==> config.mk <==
export PLATFORM = sky130hd
export DESIGN_NAME = rtp_front
export DESIGN_NICKNAME = d
export VERILOG_FILES = /design/src/design/rtp_pkg.sv /design/src/design/rtp_front.sv
export SDC_FILE = /design/constraint.sdc
export NUM_CORES = 1
export LEC_CHECK = 0
export BUFFER_PORTS_ARGS = -buffer_cell sky130_fd_sc_hd__buf_4
export CAP_MARGIN = 20
export CORE_AREA = 2 2 69 71
export DETAILED_ROUTE_END_ITERATION = 7
export DIE_AREA = 0 0 71 73
export MAX_ROUTING_LAYER = met4
export PLACE_DENSITY_LB_ADDON = 0.08
export SLEW_MARGIN = 20
export SYNTH_ARGS = -nofsm -noshare
export SYNTH_HDL_FRONTEND = slang
export SYNTH_SLANG_ARGS = --single-unit
==> constraint.sdc <==
create_clock -name clk -period 5.25 [get_ports clk]
set_clock_uncertainty 0.1 [all_clocks]
set_input_delay 1.05 -clock clk [delete_from_list [all_inputs] [get_ports clk]]
set_output_delay 1.05 -clock clk [all_outputs]
set_load 0.01 [all_outputs]
==> src/design/rtp_pkg.sv <==
// shared types, constants and the distance table for the two-anchor position block
package rtp_pkg;

  localparam int FRAC_BITS_DEF = 8;
  localparam logic [6:0] REF_POWER_RESET = 7'd65;
  localparam logic [7:0] SPACING_RESET = 8'd2;
  localparam longint DEN_FIT = 158404;
  localparam longint LIN_FIT = 9154;
  localparam longint SQR_FIT = 265;
  localparam int DIST_W = 16;
  localparam int CFG_DATA_W = 8;

  typedef enum logic {
    CFG_REF_POWER = 1'b0,
    CFG_SPACING   = 1'b1
  } cfg_idx_t;

  typedef struct packed {
    logic              seen_a;
    logic              seen_b;
    logic signed [7:0] q_a;
    logic signed [7:0] q_b;
    logic [7:0]        spacing;
  } item_t;

  typedef logic [DIST_W-1:0] dist_tab_t [256];

  function automatic dist_tab_t build_dist_tab(input int frac);
    dist_tab_t tab;
    longint q;
    longint num;
    longint v;
    for (int i = 0; i < 256; i++) begin
      q = (i < 128) ? longint'(i) : longint'(i) - 256;
      num = DEN_FIT + LIN_FIT * q + SQR_FIT * q * q;
      v = (num <<< frac) / DEN_FIT;
      if (v > 65535) v = 65535;
      tab[i] = v[DIST_W-1:0];
    end
    return tab;
  endfunction

endpackage

==> src/design/rtp_front.sv <==
// front end: configuration registers, request capture and classification
module rtp_front (
  input  logic                          clk,
  input  logic                          rst_n,
  input  logic                          cfg_we,
  input  rtp_pkg::cfg_idx_t             cfg_index,
  input  logic [rtp_pkg::CFG_DATA_W-1:0] cfg_wdata,
  input  logic                          req_valid,
  output logic                          req_ready,
  input  logic [6:0]                    rssi_a,
  input  logic [6:0]                    rssi_b,
  output logic                          push,
  input  logic                          q_full,
  output rtp_pkg::item_t                item
);
  logic [6:0] ref_r;
  logic [7:0] spacing_r;
  logic       f_valid_r;
  rtp_pkg::item_t f_item_r;
  rtp_pkg::item_t f_item_nxt;

  always_ff @(posedge clk) begin
    if (!rst_n) begin
      ref_r <= rtp_pkg::REF_POWER_RESET;
      spacing_r <= rtp_pkg::SPACING_RESET;
    end else if (cfg_we) begin
      unique case (cfg_index)
        rtp_pkg::CFG_REF_POWER: ref_r <= cfg_wdata[6:0];
        rtp_pkg::CFG_SPACING:   spacing_r <= cfg_wdata;
        default: ;
      endcase
    end
  end

  always_comb begin
    f_item_nxt.seen_a = (rssi_a != 7'd0);
    f_item_nxt.seen_b = (rssi_b != 7'd0);
    f_item_nxt.q_a = $signed({1'b0, rssi_a}) - $signed({1'b0, ref_r});
    f_item_nxt.q_b = $signed({1'b0, rssi_b}) - $signed({1'b0, ref_r});
    f_item_nxt.spacing = spacing_r;
  end

  assign push = f_valid_r && !q_full;
  assign req_ready = !f_valid_r || !q_full;
  assign item = f_item_r;

  always_ff @(posedge clk) begin
    if (!rst_n) begin
      f_valid_r <= 1'b0;
    end else if (req_ready) begin
      f_valid_r <= req_valid;
    end
  end

  always_ff @(posedge clk) begin
    if (req_ready && req_valid) begin
      f_item_r <= f_item_nxt;
    end
  end
endmodule

==> impl_metrics.json <==
{
  "outcome": "finished clean",
  "cts_buffer_depth": 2,
  "synth-xor-area-share": 0.0450,
  "grt_pass1_wl_mm": 6.20,
  "p_int_uw": 572,
  "min_path_type": "reg2reg",
  "gp_congestion": 0.838,
  "switching_share": 0.250,
  "hold_viol_final": 0,
  "fin_nets": 273,
  "routedWlPerCell_um": 13.6,
  "numCtsBuffers": 5,
  "n_antenna_cell": 0,
  "core_mm2": 0.00454,
  "yosysWarnings": 0,
  "synth_seq_cells": 42,
  "ys_seq_area_frac": 0.566,
  "syn_area_per_cell_um2": 11.4,
  "synth_ff_type": "edfxtp_1",
  "cts_resized": 0,
  "n_fill_cell": 387,
  "critPathBufInv": 2,
  "drcViolationCount": 0,
  "row_count": 25,
  "clk_pin_slew_ns": 0.08,
  "slew_headroom": 0.585,
  "grt_use_total": 0.164,
  "clkLatencyLatePin_ns": 0.30,
  "wirelength_mm": 3.86,
  "cts_htree_levels": 2,
  "final_layout_size_suffix_gt1_frac": 0.283,
  "p_sw_uw": 191,
  "ios": 56,
  "finalCritPeriodShare": 0.484,
  "grt_max_degree": 27,
  "fin_setup_tns_ns": 0,
  "vias": 1442,
  "required_ns": 4.10,
  "max_cap_violations": 0,
  "worstSetupEndpointType": "output port",
  "cts_root_buffer": "clkbuf_8",
  "post_cts_buffers": 0,
  "tritoncts": "built",
  "clockPowerShare": 0.308,
  "p_total_uw": 763,
  "synthAdderAreaFrac": 0.111,
  "crit_fanout": 3,
  "synth_nets": 215,
  "syn_area_mm2": 0.00195,
  "setup_viol": 0,
  "muxShareOfSynthArea": 0,
  "synthCells": 171,
  "postCtsHoldBufs": 0,
  "die_area_mm2": 0.00518,
  "initial_utilization": 0.429,
  "dpl-instance-area_mm2": 0.00241,
  "slowest_stage": "buf_4",
  "syn2layout_area_growth_pct": 29.2,
  "yosys.area_share.simple": 0.118,
  "gr-total-overflow": 0,
  "grt_pass1_vias": 1383,
  "synth_top_family_by_area": "compound AO/OA/AOI/OAI gates",
  "grt_setup_unrepaired": "no",
  "synth_top_area_share": 0.401,
  "io_buffers": 55,
  "leakage_uw": 0.00105,
  "ir_drop_v": 0.000150,
  "power.density_mw_per_mm2": 303,
  "die_h_um": 73,
  "cpMostUsedCell": "buf_4",
  "post-route-cell-area_mm2": 0.00252,
  "seqPwrFrac": 0.511,
  "worst_pin_slew_ns": 0.622,
  "max_stage_delay_ns": 0.13,
  "hold_ws_ns": 0.340,
  "synth_top_area_cell": "edfxtp_1",
  "ys_async_sr_fraction": 0,
  "synth_cell_type_count": 27,
  "arrival_ns": 1.39,
  "crit_chain": "buf_4 -> nor2b_1 -> buf_4",
  "dp_hpwl_mm": 2.89,
  "netlist_top_cells_count": "edfxtp_1, nand2_1, dfxtp_1",
  "drt_iter0_drc": 99,
  "timing.final.max_slew_violations": 0,
  "fmax_mhz": 393,
  "fin_crit_ns": 2.54,
  "path_class": "in2out",
  "ant_nets": 0,
  "critical-path-top-delay-family": "buffers and inverters",
  "firstDrtPassIters": 8,
  "pwr-share-comb": 0.181,
  "synth_edf_count": 26,
  "antenna_found_initial": 0,
  "start_kind": "input port",
  "cts.sink_count": 42,
  "synth_area_leaders": "edfxtp_1, dfxtp_1, ha_1",
  "vias_per_cell": 5.08,
  "die_x_um": 71,
  "synth_compound_area_frac": 0.129
}
-- state kept, by name, indices dropped and copies added, names as in the netlist --
name / count
item: 26
f_valid_r: 1
ref_r: 7
spacing_r: 8
-- kinds of logic after synthesis --
kind of cell,Yosys count
and+or+nand+nor,50
DFF,42
AOI/OAI and AO/OA,37
buffers and inverters,16
adders and majority gates,16
xor gates and xnor gates,10
-- routing by layer --
metal	vias up	part of all wire	GRT usage	routed length, um
met5	-	0	-	0
met3	10	0.081	0.0539	312
met1	650	0.41	0.189	1580
met2	63	0.49	0.266	1910
li1	719	-	-	-
met4	0	0.015	0.0692	57
-- layout by cell type (no fill, tap or decap), drive strengths merged --
cell type,count
a21boi,12
a31oi,2
a211oi,2
fa,2
nor3,2
o21ai,4
inv,12
clkbuf,6
xor2,5
nor4,2
and2,1
nand3,10
ha,14
xnor2,5
a21oi,7
nor2b,6
a311o,1
o21bai,2
nand2b,2
o21a,1
a21o,5
nor2,1
nand2,26
o211ai,1
dfxtp,16
clkinv,2
edfxtp,26
buf,55
-- per-stage QoR --
| stage | cells | util | setup WS [ns] |
|---|---|---|---|
| after floorplan | 171 | - | 2.68 |
| after global placement | 276 | 0.532 | 2.49 |
| after detailed placement | 276 | 0.532 | 2.45 |
| after CTS | 284 | 0.554 | 2.70 |
| after global routing | 284 | 0.555 | 2.57 |
| final | 284 | 0.555 | 2.71 |
-- layout make-up --
| cell class | instances | area (um^2) | share of cell area |
|---|---|---|---|
| Sequential cell | 42 | 1100 | 0.438 |
| Multi-Input combinational cell | 113 | 786 | 0.312 |
| Timing Repair Buffer | 55 | 413 | 0.164 |
| Clock buffer | 6 | 93.8 | 0.0373 |
| Tap cell | 54 | 67.6 | 0.0269 |
| Inverter | 12 | 45.0 | 0.0179 |
| Clock inverter | 2 | 10.0 | 0.00398 |
-- worst paths after layout --
kind                                  start                 end  slack [ns]  cells after the start
setup / recovery                     q_full                push        2.71                      3
hold / removal    spacing_r[0]$_SDFFE_PN0P_   item[0]$_DFFE_PP_        0.34                      0
setup reg to reg      ref_r[0]$_SDFFE_PN1P_  item[14]$_DFFE_PP_        3.22                      7
hold reg to reg   spacing_r[0]$_SDFFE_PN0P_   item[0]$_DFFE_PP_        0.34                      0
-- power by group through the flow --
stage | combinational [uW] | sequential, uW | clock [uW]
after floorplan | 66.6 | 407 | 0
after global placement | 135 | 397 | 0
after detailed placement | 139 | 398 | 0
after CTS | 139 | 391 | 241
after global routing | 153 | 393 | 257
final | 138 | 390 | 235
Note: power is estimated with default switching activity, not from simulation.
