File: src/design/rtp_pkg.sv
// shared types, constants and the distance table for the two-anchor position block
package rtp_pkg;

  localparam int FRAC_BITS_DEF = 8;
  localparam logic [6:0] REF_POWER_RESET = 7'd65;
  localparam logic [7:0] SPACING_RESET = 8'd2;
  localparam longint DEN_FIT = 158404;
  localparam longint LIN_FIT = 9154;
  localparam longint SQR_FIT = 265;
  localparam int DIST_W = 16;
  localparam int CFG_DATA_W = 8;

  typedef enum logic {
    CFG_REF_POWER = 1'b0,
    CFG_SPACING   = 1'b1
  } cfg_idx_t;

  typedef struct packed {
    logic              seen_a;
    logic              seen_b;
    logic signed [7:0] q_a;
    logic signed [7:0] q_b;
    logic [7:0]        spacing;
  } item_t;

  typedef logic [DIST_W-1:0] dist_tab_t [256];

  function automatic dist_tab_t build_dist_tab(input int frac);
    dist_tab_t tab;
    longint q;
    longint num;
    longint v;
    for (int i = 0; i < 256; i++) begin
      q = (i < 128) ? longint'(i) : longint'(i) - 256;
      num = DEN_FIT + LIN_FIT * q + SQR_FIT * q * q;
      v = (num <<< frac) / DEN_FIT;
      if (v > 65535) v = 65535;
      tab[i] = v[DIST_W-1:0];
    end
    return tab;
  endfunction

endpackage

File: src/design/rtp_fifo.sv
// two-entry queue between front end and back end
module rtp_fifo (
  input  logic           clk,
  input  logic           rst_n,
  input  logic           push,
  input  rtp_pkg::item_t wr_item,
  output logic           full,
  input  logic           pop,
  output logic           not_empty,
  output rtp_pkg::item_t rd_item
);
  rtp_pkg::item_t mem_r [2];
  logic       wr_ptr_r;
  logic       rd_ptr_r;
  logic [1:0] cnt_r;

  assign full = (cnt_r == 2'd2);
  assign not_empty = (cnt_r != 2'd0);
  assign rd_item = mem_r[rd_ptr_r];

  always_ff @(posedge clk) begin
    if (!rst_n) begin
      wr_ptr_r <= 1'b0;
      rd_ptr_r <= 1'b0;
      cnt_r <= 2'd0;
    end else begin
      if (push) wr_ptr_r <= !wr_ptr_r;
      if (pop) rd_ptr_r <= !rd_ptr_r;
      cnt_r <= cnt_r + {1'b0, push} - {1'b0, pop};
    end
  end

  always_ff @(posedge clk) begin
    if (push) mem_r[wr_ptr_r] <= wr_item;
  end
endmodule

File: config.mk
export PLATFORM = sky130hd
export DESIGN_NAME = rtp_fifo
export DESIGN_NICKNAME = d
export VERILOG_FILES = /design/src/design/rtp_pkg.sv /design/src/design/rtp_fifo.sv
export SDC_FILE = /design/constraint.sdc
export NUM_CORES = 1
export LEC_CHECK = 0
export ABC_CLOCK_PERIOD_IN_PS = 2600
export BUFFER_PORTS_ARGS = -buffer_cell sky130_fd_sc_hd__buf_2
export CAP_MARGIN = 15
export CORE_UTILIZATION = 50
export DETAILED_ROUTE_END_ITERATION = 7
export MAX_ROUTING_LAYER = met4
export PLACE_DENSITY = 0.72
export REMOVE_ABC_BUFFERS = 1
export SLEW_MARGIN = 25
export SYNTH_ARGS = -nofsm -noshare
export SYNTH_HDL_FRONTEND = slang
export SYNTH_SLANG_ARGS = --single-unit
export TNS_END_PERCENT = 30
File: constraint.sdc
create_clock -name clk -period 2.6 [get_ports clk]
set_input_delay 0.52 -clock clk [delete_from_list [all_inputs] [get_ports clk]]
set_output_delay 0.52 -clock clk [all_outputs]
set_load 0.05 [all_outputs]
==> flow_summary_export.csv, run 1 <==
group,metric,value,unit
synthesis,synth_top_area_cell,"edfxtp_1",
global_routing,grt_overflow_total,0,
clock_network,clk_pin_slew_worst_paths,0.06,ns
setup_path,critPathLaunchType,"flip-flop",
global_routing,antenna_found_initial,0,
setup_path,timing.rr.end,"cnt_r[1]$_SDFF_PN0_",
routing,routed_wl,3.34,mm
routing,viasPerCell,4.84,
power_and_ir_drop,p_per_area,790,nW/um^2
routing,ant_nets,0,
place,dp_hpwl,2.32,mm
floorplan,die_area,4690,um^2
synthesis,yosysSeqAreaShare,75.2,%
synthesis,yosysTopAreaCellShare,70.7,%
synthesis,yosys-top-cells-count,"52 x edfxtp_1, 20 x mux2_4, 6 x mux2_2, 5 x dfxtp_1",
cells_and_area,seqCellArea,1660,um^2
sta,max_freq,466,MHz
clock_network,clk_latency,0.32,ns
synthesis,yosysWarnings,0,
routing,drc,0,
sta,relSlewSlack,75.8,%
hold_path,hold_start,"wr_item[10]",
routing,first_iter_violations,80,
synthesis,synth_most_common_cell,"edfxtp_1",
clock_network,htreeDepth,3,
setup_path,cp_max_fo,19,
setup_path,ff2ff_path_depth,6,
sta,setup_viol_count_final,0,
cells_and_area,multi_input_area,490,um^2
floorplan,num_io_pins,58,
sta,finalHoldViolCount,0,
synthesis,syn_avg_cell_area,21.7,um^2
global_routing,grt_first_pass_wirelength,5.28,mm
synthesis,syn_area,2210,um^2
setup_path,path_delay_family,"flip-flops",
setup_path,worst_ep_required_time,2.08,ns
setup_path,critPathSlowestCell,"dfxtp_2",
clock_network,numCtsBuffers,9,
routing,drt_first_pass_iters,4,
global_routing,grt_pass1_vias,1140,
routing,post_drt_wl_per_cell,14.8,um
floorplan,rows,23,
power_and_ir_drop,p_leak,1.10,nW
clock_network,clockBufferDepth,2,
place,pre_cts_ws,0.785,ns
sta,final.setup.worst_slack,0.454,ns
clock_network,root_buffer,"clkbuf_8",
setup_path,critical_path.reg2reg.startpoint,"cnt_r[0]$_SDFF_PN0_",
sta,whs,0.386,ns
hold_path,min_path_type,"in2reg",
setup_path,crit_chain,"buf_12, mux2_2, buf_2",
clock_network,cts_resized,0,
setup_path,reg2reg_slack,1.21,ns
power_and_ir_drop,total_power,2.14,mW
global_routing,grt_start_max_net_pins,28,
power_and_ir_drop,ir_drop,0.000506,V
clock_network,cts_num_sinks,57,
floorplan,start_util,53.7,%
setup_path,cpPeakStageDelay,0.50,ns
synthesis,synth-edff-count,52,
synthesis,synth_flop_cell,"edfxtp_1",
setup_path,endpoint_kind,"output pin",
cells_and_area,drive_gt1_share,58.0,%
sta,tns,0,ns
setup_path,path_class,"reg2out",
global_routing,grt_usage,17.8,%
synthesis,synth_async_sr_flop_share,0,%
cells_and_area,antenna_cells,0,
sta,rsz0062_at_grt,"false",
routing,vias,1093,
floorplan,die_h,68.5,um
clock_network,cts_tree,"yes",
sta,fin_crit_sh,82.5,%
sta,period_needed,2.15,ns
outcome,outcome,"finished clean",
cells_and_area,final_util,65.7,%
sta,tightest_slew,0.362,ns
sta,clock_skew,0.00639,ns
flow_run,cap_viol_max_count,0,
setup_path,crit_buf_inv,2,
cells_and_area,syn_to_final_growth,22.5,%
hold_path,min_to,"mem_r[0][10]$_DFFE_PP_",
synthesis,ys_types,14,
setup_path,cp_data_arrival_time,1.63,ns
synthesis,synth-seq-cells,57,
synthesis,postSynthCellCount,102,
floorplan,core-area,4120,um^2
synthesis,synthTopCellsByArea,"edfxtp_1 71%, mux2_4 14%, dfxtp_1 4.5%",
floorplan,die_w,68.5,um
sta,drv_slew,0,
hold_path,holdPathStages,1,
place,port_buffers,57,
clock_network,hold_buffers,0,
cells_and_area,final_nets,203,
cells_and_area,fillerInstances,298,
place,place.gp.congestion,0.618,
clock_network,post_cts_buffers,0,
==> how the worst max path moves through the flow <==
stage / slack [ns] / depth (start not counted) / endpoint / start
finish: 0.45 / 3 / rd_item[25] / flip-flop
global route: 0.38 / 3 / rd_item[4] / flip-flop
CTS: 0.42 / 3 / rd_item[25] / flip-flop
global placement: 0.83 / 3 / rd_item[0] / flip-flop
floorplan: 0.44 / 1 / rd_item[0] / flip-flop
detailed placement: 0.78 / 3 / rd_item[25] / flip-flop
==> through the flow <==
step | std cells | instance area (um^2)
floorplan | 99 | 2160
global placement | 210 | 2550
detailed placement | 210 | 2550
CTS | 226 | 2710
global route | 226 | 2710
finish | 226 | 2710
==> worst register-to-register path, cell delays in order (launching register included) <==
cell and delay (ns):
dfxtp_1 0.35, inv_1 0.06, ha_1 0.26, inv_1 0.06
ha_1 0.13, xnor3_1 0.37, nor2b_1 0.10
==> power breakdown <==
part	switching [mW]	internal, mW	total [mW]
sequential	0.0250	1.06	1.08
combinational	0.263	0.146	0.409
clock	0.311	0.334	0.645
==> metal layers <==
metal	track usage, %	wire length, um
met5	-	0
met4	8.59	18
met3	8.50	240
met2	27.9	1740
met1	18.6	1340
==> placed cells by master (no fill, tap or decap) <==
master,instances
nor2b_1,3
buf_4,3
mux2_2,6
dfxtp_1,4
ha_1,2
and2_1,4
buf_2,57
clkinv_1,2
clkbuf_8,9
clkinv_2,3
mux2_4,20
o21a_1,1
nor2b_2,1
xnor3_1,1
buf_12,1
clkbuf_1,2
dfxtp_2,1
edfxtp_1,52
inv_1,2
xor2_1,1
or2_2,1
==> layout make-up <==
type | instances | area share, %
clock buffers | 11 | 4.86
clock inverters | 5 | 0.833
inverters | 2 | 0.278
multi-input cells | 40 | 18.1
flip-flops and latches | 57 | 61.5
well taps | 50 | 2.31
repair buffers | 61 | 12.1
==> flip-flops by register name, summed over array words and instances (netlist names), named ones only <==
register and flops:
cnt_r 2, mem_r 52, rd_ptr_r 1, wr_ptr_r 1
==> kinds of logic after synthesis <==
kind of cell | Yosys count | share of synthesized area (%)
buffers and inverters | 5 | 2.66
xor gates and xnor gates | 2 | 1.42
and+or+nand+nor | 9 | 2.55
AOI/OAI and AO/OA | 1 | 0.340
muxes | 26 | 16.7
adders and majority gates | 2 | 1.13
DFF | 57 | 75.2
Power figures use the tool's default switching activity.
==> inputs of run 2 (changes only) <==
Settings changed: ABC_AREA set to 1, ABC_CLOCK_PERIOD_IN_PS 2600 to 1850, CORE_UTILIZATION 50 to 46, PLACE_DENSITY 0.72 to 0.7.
Clock period 2.6 ns to 1.85 ns, I/O delays scaled along.
==> run 2 against run 1 <==
Effect of this change: the flow now finishes with violations (design-rule violations); die area rose by 8.3%; count of clock-buffer cells in the layout fell by 1; cell area up 5.7%; largest cell class unchanged.
==> flow_summary_export.csv, run 2 <==
group,metric,value,unit
hold_path,min_path_type,"in2reg",
outcome,violations,"design-rule violations",
setup_path,crit_chain,"clkbuf_16, mux2_4, buf_2",
global_routing,grt_pass1_vias,1167,
cells_and_area,largest_register_ffs,52,
synthesis,yosysSeqAreaShare,75.3,%
sta,fin_crit_sh,97.6,%
cells_and_area,stdcell_count,241,
routing,drc,6,
sta,whs,0.222,ns
clock_network,cts_tree,"yes",
clock_network,clk_latency,0.33,ns
sta,tightest_slew,0.363,ns
clock_network,clk_pin_slew_worst_paths,0.07,ns
synthesis,synth_flop_cell,"edfxtp_1",
sta,setup_viol_count_final,0,
setup_path,endpoint_kind,"output pin",
power_and_ir_drop,p_leak,1.20,nW
cells_and_area,drive_gt1_share,55.6,%
routing,dr.max_layer_used,"met4",
sta,clock_skew,0.00912,ns
cells_and_area,final_nets,216,
cells_and_area,regMostFlops,"mem_r",
place,place.gp.congestion,0.685,
floorplan,die_h,71.3,um
sta,relSlewSlack,75.8,%
clock_network,htreeDepth,3,
routing,viasPerCell,4.89,
power_and_ir_drop,p_per_area,1240,nW/um^2
sta,final.setup.worst_slack,0.0437,ns
power_and_ir_drop,ir_drop,0.000718,V
flow_run,cap_viol_max_count,0,
routing,routed_wl,3.78,mm
synthesis,yosys-top-cells-count,"52 x edfxtp_1, 20 x mux2_4, 9 x nand2_1, 8 x nor2_1, 7 x inv_1",
synthesis,syn_area,2210,um^2
global_routing,grt_start_max_net_pins,27,
clock_network,hold_buffers,0,
clock_network,cts_num_sinks,57,
outcome,outcome,"finished with violations",
setup_path,reg2reg_slack,0.65,ns
setup_path,cp_data_arrival_time,1.44,ns
floorplan,die_area,5080,um^2
sta,period_needed,1.81,ns
sta,max_freq,554,MHz
synthesis,synth_most_common_cell,"edfxtp_1",
synthesis,yosysWarnings,0,
routing,drt_first_pass_iters,6,
routing,ant_nets,0,
place,port_buffers,57,
routing,vias,1179,
synthesis,synthTopCellsByArea,"edfxtp_1 71%, mux2_4 14%, dfxtp_1 4.5%",
floorplan,core-area,4470,um^2
synthesis,synth_async_sr_flop_share,0,%
synthesis,syn_avg_cell_area,19.3,um^2
floorplan,num_io_pins,58,
clock_network,numCtsBuffers,9,
cells_and_area,final_cell_area,2860,um^2
global_routing,antenna_found_initial,0,
synthesis,ys_types,12,
cells_and_area,top_regs,"mem_r: 52 flops, cnt_r: 2 flops",
sta,finalHoldViolCount,0,
routing,met3WireLength,167,um
global_routing,grt_overflow_total,0,
place,place_inst,223,
routing,met2WireLength,2.03,mm
setup_path,critPathSlowestCell,"dfxtp_4",
place,dp_hpwl,2.31,mm
place,post_dp_cell_area,2540,um^2
cells_and_area,antenna_cells,0,
power_and_ir_drop,total_power,3.54,mW
global_routing,grt_first_pass_wirelength,5.36,mm
floorplan,start_util,49.3,%
setup_path,worst_ep_required_time,1.48,ns
setup_path,path_class,"reg2out",
global_routing,grt_usage,15.8,%
floorplan,rows,24,
cells_and_area,syn_to_final_growth,29.6,%
setup_path,critPathLaunchType,"flip-flop",
synthesis,synth-edff-count,52,
cells_and_area,final_common_cell,"buf_2",
synthesis,synth-seq-cells,57,
clock_network,clockBufferDepth,2,
routing,routedLengthMet1,1.48,mm
clock_network,root_buffer,"clkbuf_8",
setup_path,cp_max_fo,13,
synthesis,synth_top_area_cell,"edfxtp_1",
routing,post_drt_wl_per_cell,15.7,um
routing,first_iter_violations,63,
setup_path,cpPeakStageDelay,0.39,ns
cells_and_area,final_cell_mix,"55 x buf_2, 52 x edfxtp_1, 20 x mux2_4",
synthesis,yosysTopAreaCellShare,70.8,%
floorplan,die_w,71.3,um
place,pre_cts_ws,0.357,ns
synthesis,postSynthCellCount,114,
sta,drv_slew,0,
-- run 2: cell types whose count changed after synthesis, moves of 4 or more --
cell     change
nor2b_1      -4
inv_1        +5
and2_1       -4
nand2_1      +9
nor2_1       +8
-- run 2: per-layer routing --
layer / up-vias / track usage, %
li1: 560 / -
met1: 571 / 14.3
met2: 38 / 27.1
met3: 10 / 5.20
met4: 0 / 12.0
met5: - / -
-- run 2: critical path: cells and delay by family, from the launching register on --
family | cells | cell delay, ns
muxes | 1 | 0.30
DFF | 1 | 0.39
buffers and inverters | 2 | 0.41
-- run 2: layout make-up --
cell class,instances,area [um^2]
repair buffers,62,375
fillers,318,1620
clock inverters,6,130
clock buffers,10,128
multi-input cells,47,469
well taps,52,65.1
flip-flops and latches,57,1670
inverters,7,26.3
-- run 2: where the power goes --
group	switching, mW	internal, mW
combinational	0.344	0.177
clock	0.483	1.03
sequential	0.0239	1.49
-- run 2: final timing paths --
| path | start | end | cells after the start |
|---|---|---|---|
| setup / recovery | flip-flop | rd_item[15] | 3 |
| setup reg to reg | cnt_r[0]$_SDFF_PN0_ | cnt_r[1]$_SDFF_PN0_ | 7 |
| hold reg to reg | wr_ptr_r$_SDFFE_PN0P_ | wr_ptr_r$_SDFFE_PN0P_ | 2 |
| hold / removal | wr_item[7] | mem_r[0][7]$_DFFE_PP_ | 1 |
-- run 2: logic make-up (layout without fill, tap and decap cells) --
| logic type | after synthesis | count (layout) | share of synthesized area (%) |
|---|---|---|---|
| flops | 57 | 57 | 75.3 |
| mux | 26 | 26 | 16.7 |
| simple gates | 18 | 18 | 3.12 |
| buf+inv | 10 | 85 | 3.52 |
| fa+ha+maj | 2 | 2 | 1.13 |
| compound gates | 1 | 1 | 0.227 |
-- run 2: timing repair --
| item | 4_1_cts | 5_1_grt |
|---|---|---|
| cloned | 0 | 2 |
| setup endpoints to repair | 1 | 6 |
| pin swaps | 0 | 0 |
| resized for setup | 1 | 2 |
| buffers inserted | 0 | 0 |
| hold endpoints to repair | 0 | 0 |
-- run 2: metrics by stage --
stage                     utilization [%]  TNS [ns]
after floorplan                         -     -3.70
after global placement               56.9         0
after detailed placement             56.9         0
after CTS                            62.7         0
after global routing                 63.9  -0.00775
final                                63.9         0
==> inputs of run 3 (changes only) <==
Settings changed: CORE_UTILIZATION 46 to 30, CTS_BUF_LIST set to sky130_fd_sc_hd__clkbuf_2 sky130_fd_sc_hd__clkbuf_4 sky130_fd_sc_hd__clkbuf_8, PLACE_DENSITY 0.7 to 0.48.
==> run 3 against run 2 <==
Effect of this change: via count decreased by 0.76%; count of clock-buffer cells in the layout decreased by 1; the flow now finishes without violations; highest routed layer unchanged; sequential power about the same; die area increased by 52%; critical path depth unchanged; register-to-register slack improved by 0.03 ns; wire length about the same; clock power decreased by 32%; non-clock buffer count increased by 2; setup slack improved by 0.031 ns; first-iteration DRC count decreased by 52%.
==> flow_summary_export.csv, run 3 (synthesis results as in run 2) <==
group,metric,value,unit
outcome,outcome,"finished clean",
floorplan,num_io_pins,58,
clock_network,clockBufferDepth,2,
global_routing,grt_usage,11.4,%
routing,drc,0,
sta,period_needed,1.78,ns
sta,clock_skew,0.00443,ns
sta,tightest_slew,0.267,ns
setup_path,critical_path.reg2reg.startpoint,"cnt_r[0]$_SDFF_PN0_",
floorplan,core-area,6940,um^2
sta,drv_slew,0,
hold_path,min_path_type,"in2reg",
global_routing,grt_first_pass_wirelength,5.90,mm
global_routing,grt_start_max_net_pins,20,
floorplan,die_h,87.8,um
clock_network,clk_pin_slew_worst_paths,0.06,ns
place,port_buffers,57,
place,pre_cts_ws,0.392,ns
routing,routedLengthMet1,1.62,mm
floorplan,die_w,87.8,um
global_routing,grt_pass1_vias,1249,
hold_path,hold_start,"wr_item[10]",
setup_path,cp_max_fo,7,
floorplan,start_util,31.8,%
cells_and_area,seqCellArea,1670,um^2
routing,ant_nets,0,
routing,vias,1170,
cells_and_area,multi_input_area,469,um^2
cells_and_area,final_cell_area,2830,um^2
sta,fin_crit_sh,96.0,%
place,dp_hpwl,2.57,mm
cells_and_area,final_nets,218,
routing,viasPerCell,4.09,
clock_network,hold_buffers,0,
clock_network,numCtsBuffers,9,
sta,rsz0062_at_grt,"false",
clock_network,cts_tree,"yes",
power_and_ir_drop,ir_drop,0.000376,V
place,place.gp.congestion,0.611,
clock_network,clk_latency,0.32,ns
cells_and_area,fillerInstances,665,
setup_path,endpoint_kind,"output pin",
cells_and_area,final_common_cell,"buf_2",
flow_run,cap_viol_max_count,0,
cells_and_area,final_cell_mix,"57 x buf_2, 52 x edfxtp_1, 20 x mux2_4",
global_routing,grt_overflow_total,0,
cells_and_area,regMostFlops,"mem_r",
routing,first_iter_violations,30,
setup_path,cp_data_arrival_time,1.41,ns
hold_path,holdPathStages,1,
routing,met3WireLength,282,um
place,post_dp_cell_area,2620,um^2
sta,finalHoldViolCount,0,
routing,post_drt_wl_per_cell,13.2,um
clock_network,cts_num_sinks,57,
setup_path,ff2ff_path_depth,7,
floorplan,rows,30,
cells_and_area,antenna_cells,0,
sta,whs,0.239,ns
sta,max_freq,563,MHz
cells_and_area,top_regs,"mem_r: 52 flops, cnt_r: 2 flops",
clock_network,htreeDepth,3,
sta,relSlewSlack,82.3,%
sta,setup_viol_count_final,0,
routing,dr.max_layer_used,"met4",
setup_path,worst_ep_required_time,1.48,ns
clock_network,root_buffer,"clkbuf_8",
sta,final.setup.worst_slack,0.0748,ns
routing,routed_wl,3.78,mm
power_and_ir_drop,p_leak,1.16,nW
floorplan,die_area,7700,um^2
setup_path,path_class,"reg2out",
power_and_ir_drop,p_per_area,1080,nW/um^2
cells_and_area,largest_register_ffs,52,
routing,drt_first_pass_iters,4,
cells_and_area,syn_to_final_growth,28.1,%
routing,met2WireLength,1.83,mm
global_routing,antenna_found_initial,0,
setup_path,critPathLaunchType,"flip-flop",
cells_and_area,drive_gt1_share,54.2,%
[run 3: cell count changes in the layout (fill, tap and decap cells not counted), sizes merged]
cell | previous run | this run
clkinv | 2 | 5
clkbuf | 13 | 10
buf | 59 | 63
bufinv | 4 | 1
[run 3: path summary, 6_finish.rpt]
path | slack [ns] | endpoint
hold reg to reg | 0.50 | rd_ptr_r$_SDFFE_PN0P_
setup reg to reg | 0.68 | cnt_r[1]$_SDFF_PN0_
setup / recovery | 0.07 | rd_item[4]
hold / removal | 0.24 | mem_r[0][10]$_DFFE_PP_
[run 3: critical path, stage by stage (launching register included)]
cell     delay (ns)
dfxtp_4        0.39
buf_6          0.16
mux2_2         0.33
buf_2          0.21
[run 3: final cells by class]
class | instances | area share (%)
Clock buffer | 9 | 4.38
Clock inverter | 6 | 1.77
Inverter | 7 | 0.930
Multi-Input combinational cell | 47 | 16.6
Sequential cell | 57 | 58.9
Tap cell | 96 | 4.25
Timing Repair Buffer | 64 | 13.1
[run 3: what timing repair did]
item / CTS / global route
setup buffers: 0 / 0
resized for setup: 0 / 2
setup endpoints to repair: 0 / 2
[run 3: through the flow]
step | power (mW) | std cells | TNS [ns] | util [%]
floorplan | 1.91 | 111 | -3.70 | -
global placement | 2.04 | 270 | 0 | 37.7
detailed placement | 2.05 | 270 | 0 | 37.7
CTS | 3.09 | 285 | 0 | 40.3
global route | 3.19 | 286 | 0 | 40.7
finish | 3.05 | 286 | 0 | 40.7
[run 3: layer usage]
metal | vias to the layer above | global-route usage [%]
li1 | 562 | -
met1 | 561 | 12.1
met2 | 42 | 18.0
met3 | 5 | 5.09
met4 | 0 | 5.37
met5 | - | -
[run 3: where the power goes]
group	internal, mW	switching, mW
Combinational	0.174	0.343
Sequential	1.49	0.0225
Clock	0.592	0.427
